$ cat config.mk
export PLATFORM = sky130hd
export DESIGN_NAME = aosnp_ctrl
export DESIGN_NICKNAME = d
export VERILOG_FILES = /design/src/hw/rtl/aosnp_pkg.sv /design/src/hw/rtl/aosnp_ctrl.sv
export SDC_FILE = /design/constraint.sdc
export NUM_CORES = 1
export LEC_CHECK = 0
export ABC_AREA = 0
export BUFFER_PORTS_ARGS = -buffer_cell sky130_fd_sc_hd__buf_4
export CORE_AREA = 4 4 41 43
export DETAILED_ROUTE_END_ITERATION = 8
export DIE_AREA = 0 0 45 47
export HOLD_SLACK_MARGIN = 0.03
export RECOVER_POWER = 100
export SYNTH_ARGS = -nofsm -noshare
export SYNTH_HDL_FRONTEND = slang
export SYNTH_SLANG_ARGS = --single-unit
$ cat constraint.sdc
create_clock -name aclk -period 2 [get_ports aclk]
set_input_delay 0.2 -clock aclk [delete_from_list [all_inputs] [get_ports aclk]]
set_output_delay 0.2 -clock aclk [all_outputs]
set_load 0.01 [all_outputs]
$ cat src/hw/rtl/aosnp_pkg.sv
package aosnp_pkg;

    // Operation codes carried on the func field.
    typedef enum logic [2:0] {
        OP_START  = 3'd0,
        OP_CREATE = 3'd1,
        OP_BEST   = 3'd2,
        OP_CLOSE  = 3'd3,
        OP_REOPEN = 3'd4,
        OP_LOOKUP = 3'd5
    } op_t;

    localparam logic [9:0] PARENT_NONE = 10'd512;

    // One stored node, kept as a single memory word.
    typedef struct packed {
        logic [15:0] x;
        logic [15:0] y;
        logic [23:0] cost;
        logic [23:0] heur;
        logic [15:0] extra;
        logic [9:0]  parent;
        logic        open;
    } node_word_t;

    typedef enum logic [2:0] {
        ST_IDLE,
        ST_EXEC,
        ST_RMW,
        ST_SCAN,
        ST_RESULT
    } ctrl_state_t;

    // Commands from the controller to the datapath.
    typedef struct packed {
        logic latch;
        logic apply;
        logic rmw_rd;
        logic rmw_wr;
        logic scan_init;
        logic scan_step;
        logic load_out;
    } ctrl_cmd_t;

    // Status from the datapath to the controller.
    typedef struct packed {
        op_t  op;
        logic idx_ok;
        logic scan_end;
        logic out_free;
    } dp_stat_t;

endpackage

$ cat src/hw/rtl/aosnp_ctrl.sv
module aosnp_ctrl (
    input  logic                  aclk,
    input  logic                  aresetn,
    input  logic                  s_valid,
    output logic                  s_ready,
    input  aosnp_pkg::dp_stat_t   stat,
    output aosnp_pkg::ctrl_cmd_t  cmd
);
    import aosnp_pkg::*;

    ctrl_state_t state_reg, state_next;

    always_ff @(posedge aclk) begin
        if (!aresetn) begin
            state_reg <= ST_IDLE;
        end else begin
            state_reg <= state_next;
        end
    end

    always_comb begin
        state_next = state_reg;
        unique case (state_reg)
            ST_IDLE: begin
                if (s_valid) state_next = ST_EXEC;
            end
            ST_EXEC: begin
                unique case (stat.op)
                    OP_BEST, OP_LOOKUP: state_next = ST_SCAN;
                    OP_CLOSE, OP_REOPEN: state_next = stat.idx_ok ? ST_RMW : ST_RESULT;
                    default: state_next = ST_RESULT;
                endcase
            end
            ST_RMW: state_next = ST_RESULT;
            ST_SCAN: begin
                if (stat.scan_end) state_next = ST_RESULT;
            end
            ST_RESULT: begin
                if (stat.out_free) state_next = ST_IDLE;
            end
            default: state_next = ST_IDLE;
        endcase
    end

    always_comb begin
        cmd     = '0;
        s_ready = 1'b0;
        unique case (state_reg)
            ST_IDLE: begin
                s_ready   = 1'b1;
                cmd.latch = s_valid;
            end
            ST_EXEC: begin
                unique case (stat.op)
                    OP_BEST, OP_LOOKUP: cmd.scan_init = 1'b1;
                    OP_CLOSE, OP_REOPEN: begin
                        cmd.rmw_rd = stat.idx_ok;
                        cmd.apply  = !stat.idx_ok;
                    end
                    default: cmd.apply = 1'b1;
                endcase
            end
            ST_RMW:    cmd.rmw_wr    = 1'b1;
            ST_SCAN:   cmd.scan_step = 1'b1;
            ST_RESULT: cmd.load_out  = stat.out_free;
            default: ;
        endcase
    end

endmodule

# After elaboration in Yosys (flattened, before gate mapping)
# Cells that the tools add are included.
# Widths: inputs -> output; s select.
[classes]
eq_ne = 11
mux = 16
reduce_logical = 5
[ops]
columns = ["op", "n"]
rows = [
  ["$pmux 3 s5", 1],
  ["$eq 3x2->1 const B", 4],
  ["$mux 3", 4],
  ["$eq 3x3->1 const B", 3],
  ["$mux 1", 8],
  ["$ne 2x2->1 const B", 3],
  ["$pmux 3 s2", 1],
  ["$reduce_or 2->1", 2],
  ["$eq 3x1->1 const B", 1],
  ["$logic_not 3->1", 1],
  ["$reduce_and 3->1", 1],
  ["$mux 2", 1],
  ["$pmux 1 s2", 1],
  ["$logic_not 1->1", 1],
]
[word_totals]
regBits = 3
inputBits = 9
out_inout_bits = 8
wordCells = 33

# Logic depth before layout (Yosys ltp)
[depth]
ltp_word = 4
mapped_depth = 4
depth_no_buf = 3

# Least setup slack after synthesis
# Ideal clock, no wire load.
[synth_path]
path_type = "register -> output"
startpoint = "register state_reg[2]"
endpoint = "output port cmd[6] in the netlist's numbering"
arrival_time_ps = 868
path_slack_ps = 932
path_stages_with_launch = 4
n_path_buf = 1
cell_sequence = "dfxtp_1 -> buf_6 -> nand2b_2 -> nor3_1"
[synth_rtl]
columns = ["element", "line", "source"]
rows = [
  ["from (decl)", "aosnp_ctrl.sv:11", "ctrl_state_t state_reg, state_next;"],
  ["from (signal assigned)", "aosnp_ctrl.sv:17", "state_reg <= state_next;"],
  ["to (decl)", "aosnp_ctrl.sv:7", "output aosnp_pkg::ctrl_cmd_t cmd"],
]

==> flow_metrics.tcl <==
set metrics [dict create \
    place.port_buffers 16 \
    cts_tree "yes" \
    yosys_warnings 0 \
    setup_ws_ns 0.3884 \
    hold_path.class "in -> reg" \
    grt_overflow 0 \
    grt_pass1_wl_mm 1.393 \
    path_cells "nor3b_4 > o21ai_0 > inv_1 > buf_4" \
    worstMarginPinSlew_ns 0.4591 \
    clock-sinks 3 \
    dp_slack_ns 0.6565 \
    reg2reg_slack_ns 0.67 \
    path_buf_inv 2 \
    finalSetupViolCount 0 \
    dp_hpwl_um 668.7 \
    grt_usage_pct 9.392 \
    leakagePower_uw 0.0002125 \
    synth-seq-area-share_pct 16.05 \
    antenna_found_initial 0 \
    synth_area_per_cell_sq_um 8.502 \
    outcome "finished clean" \
    core_area_sq_mm 0.001301 \
    fmax_mhz 620.5 \
    numCtsBuffers 3 \
    period_share_pct 80.58 \
    rr_worst_depth 3 \
    drt_wl_total_um 847 \
    path_clk_slew_ns 0.03 \
    slew_headroom_pct 69.35 \
    cts_setup_buffers 0 \
    hold_path_depth 2 \
    synth_seq_cells 3 \
    start_util_pct 28.75 \
    cts_max_path_buffers 2 \
    fin_skew_ns 0.0005523 \
    areaGrowthSynthToFinish_pct 24.75 \
    grt_max_degree 14 \
    cp.arrival_ns 1.41 \
    setup_tns_ns 0 \
    die_h_um 47 \
    max_cap_violations 0 \
    utilization_pct 35.87 \
    final_cell_mix "buf_4 (10), clkbuf_1 (7), nand2_1 (4), inv_1 (4), nor3_1 (4)" \
    final_common_cell "buf_4" \
    path_delay_family "flip-flops" \
    drive_gt1_share_pct 31.15 \
    fp.dieW_um 45 \
    layout.nets 71 \
    finalHoldViolations 0 \
    netlist_area_sq_um 374.1 \
    final.fill_count 152 \
    hold_path_end "state_reg[1]" \
    drv_slew 0 \
    r2r_end "state_reg[0]" \
    io_pins 17 \
    rows 13 \
    synth_top_area_share_pct 16.05 \
    drtIter0Drc 2 \
    ant_nets 0 \
    rsz0062_at_grt "false" \
    end_kind "output port" \
    multi_input_area_sq_um 249.0 \
    synth_cells 44 \
    vias_per_cell 4.842 \
    hp-start "aresetn" \
    max-vdd-ir-drop_mv 0.3706 \
    grt_pass1_vias 349 \
    max_stage_delay_ns 0.52 \
    power_density_mw_per_mm2 681.2 \
    clk_root_buffer_cell "clkbuf_4" \
    vias 368 \
    cp-start-kind "flip-flop" \
    clk_latency_ns 0.23 \
    wl_per_cell_um 11.14 \
    synth.distinct_cells 27 \
    worstReg2RegStart "state_reg[0]" \
    gp_congestion 0.8560 \
    synth_nets 53 \
    cp_slowest_cell "dfxtp_1" \
    layout_min_cycle_time_ns 1.612 \
    synth_top_area_cell "dfxtp_1" \
    n_antenna_cell 0 \
    cts_hold_buf 0 \
    h-tree-depth 1 \
    path_class "reg -> out" \
    post_cts_resized 0 \
    largest_reg_flops 3 \
    die_area_sq_mm 0.002115 \
    seqCellArea_sq_um 60.06 \
    route.detailed.drc 0 \
    crit_fanout 12 \
    cp_data_required_time_ns 1.80 \
    synth_area_leaders "dfxtp_1 (16%), buf_6 (9.0%), nor3_1 (5.4%), nor3b_4 (5.0%), and3b_1 (4.7%)" \
    drt-pass1-iter-count 4 \
]
worst max-delay path by stage:
stage,startpoint,endpoint,slack (ns),depth (start not counted)
after global routing,state_reg[0],cmd[2],0.22,4
after detailed placement,state_reg[0],cmd[5],0.66,4
after global placement,state_reg[0],cmd[5],0.67,4
after floorplan,state_reg[2],cmd[6],0.93,3
after CTS,state_reg[0],cmd[5],0.40,4
final,state_reg[0],cmd[2],0.39,4
metrics by stage:
stage	hold WS (ns)	cells	total power (uW)	cell area, sq um
2_1_floorplan	0.3519	44	194.7	374.1
3_3_place_gp	0.4800	72	234.9	479.2
3_5_place_dp	0.4846	72	235.1	479.2
4_1_cts	0.2379	76	345.8	505.5
5_1_grt	0.2350	76	353.0	466.7
6_report	0.2505	76	317.9	466.7
report_power, final:
part	internal (uW)	switching (uW)	total [uW]	leakage [uW]
combinational	64.3	55.0	119	0.000173
sequential	68.9	25.6	94.5	0.0000246
clock	74.6	29.6	104	0.0000150
total	208	110	318	0.000212
synth_stat cells:
master	number
or3_1	1
o21ai_1	1
nor3b_1	1
o2111a_1	1
nor3b_4	1
nand2b_1	2
a221oi_2	1
dfxtp_1	3
nand2b_2	1
and2b_2	1
a211oi_2	1
nor3_1	4
a21oi_1	2
nand2_1	4
o22ai_1	2
o21ai_2	1
o221ai_2	1
nor3b_2	1
and2b_1	1
and3b_1	2
nand3b_1	1
o21bai_1	1
inv_1	4
nor2_1	1
buf_6	3
a311oi_2	1
and3_1	1
cell type report:
cell class,instances,share of cell area (%)
clock buffers,4,5.630
inverters,4,3.217
multi-input cells,34,53.35
flip-flops and latches,3,12.87
well taps,15,4.021
repair buffers,16,20.91
cells by family after synthesis:
logic type / count (synthesis) / synth area share [%]
AO/OA/AOI/OAI: 12 / 30.10
AND/OR/NAND/NOR: 22 / 40.81
buffers and inverters: 7 / 13.04
flip-flops: 3 / 16.05
per-layer routing:
layer / vias to the layer above / wire [um] / track usage [%] / share of wire, %
li1: 198 / - / - / -
met1: 164 / 396 / 9.751 / 47
met2: 6 / 435 / 13.84 / 51
met3: 0 / 16 / 3.448 / 1.9
met4: 0 / 0 / 10.53 / 0
met5: - / 0 / 0 / 0
worst reg2reg max path: cells and delay by family, from the launching register on:
kind / cells / cell delay (ns)
simple gates: 1 / 0.28
compound gates: 2 / 0.44
flops: 1 / 0.52
(Power assumes the default switching activity.)
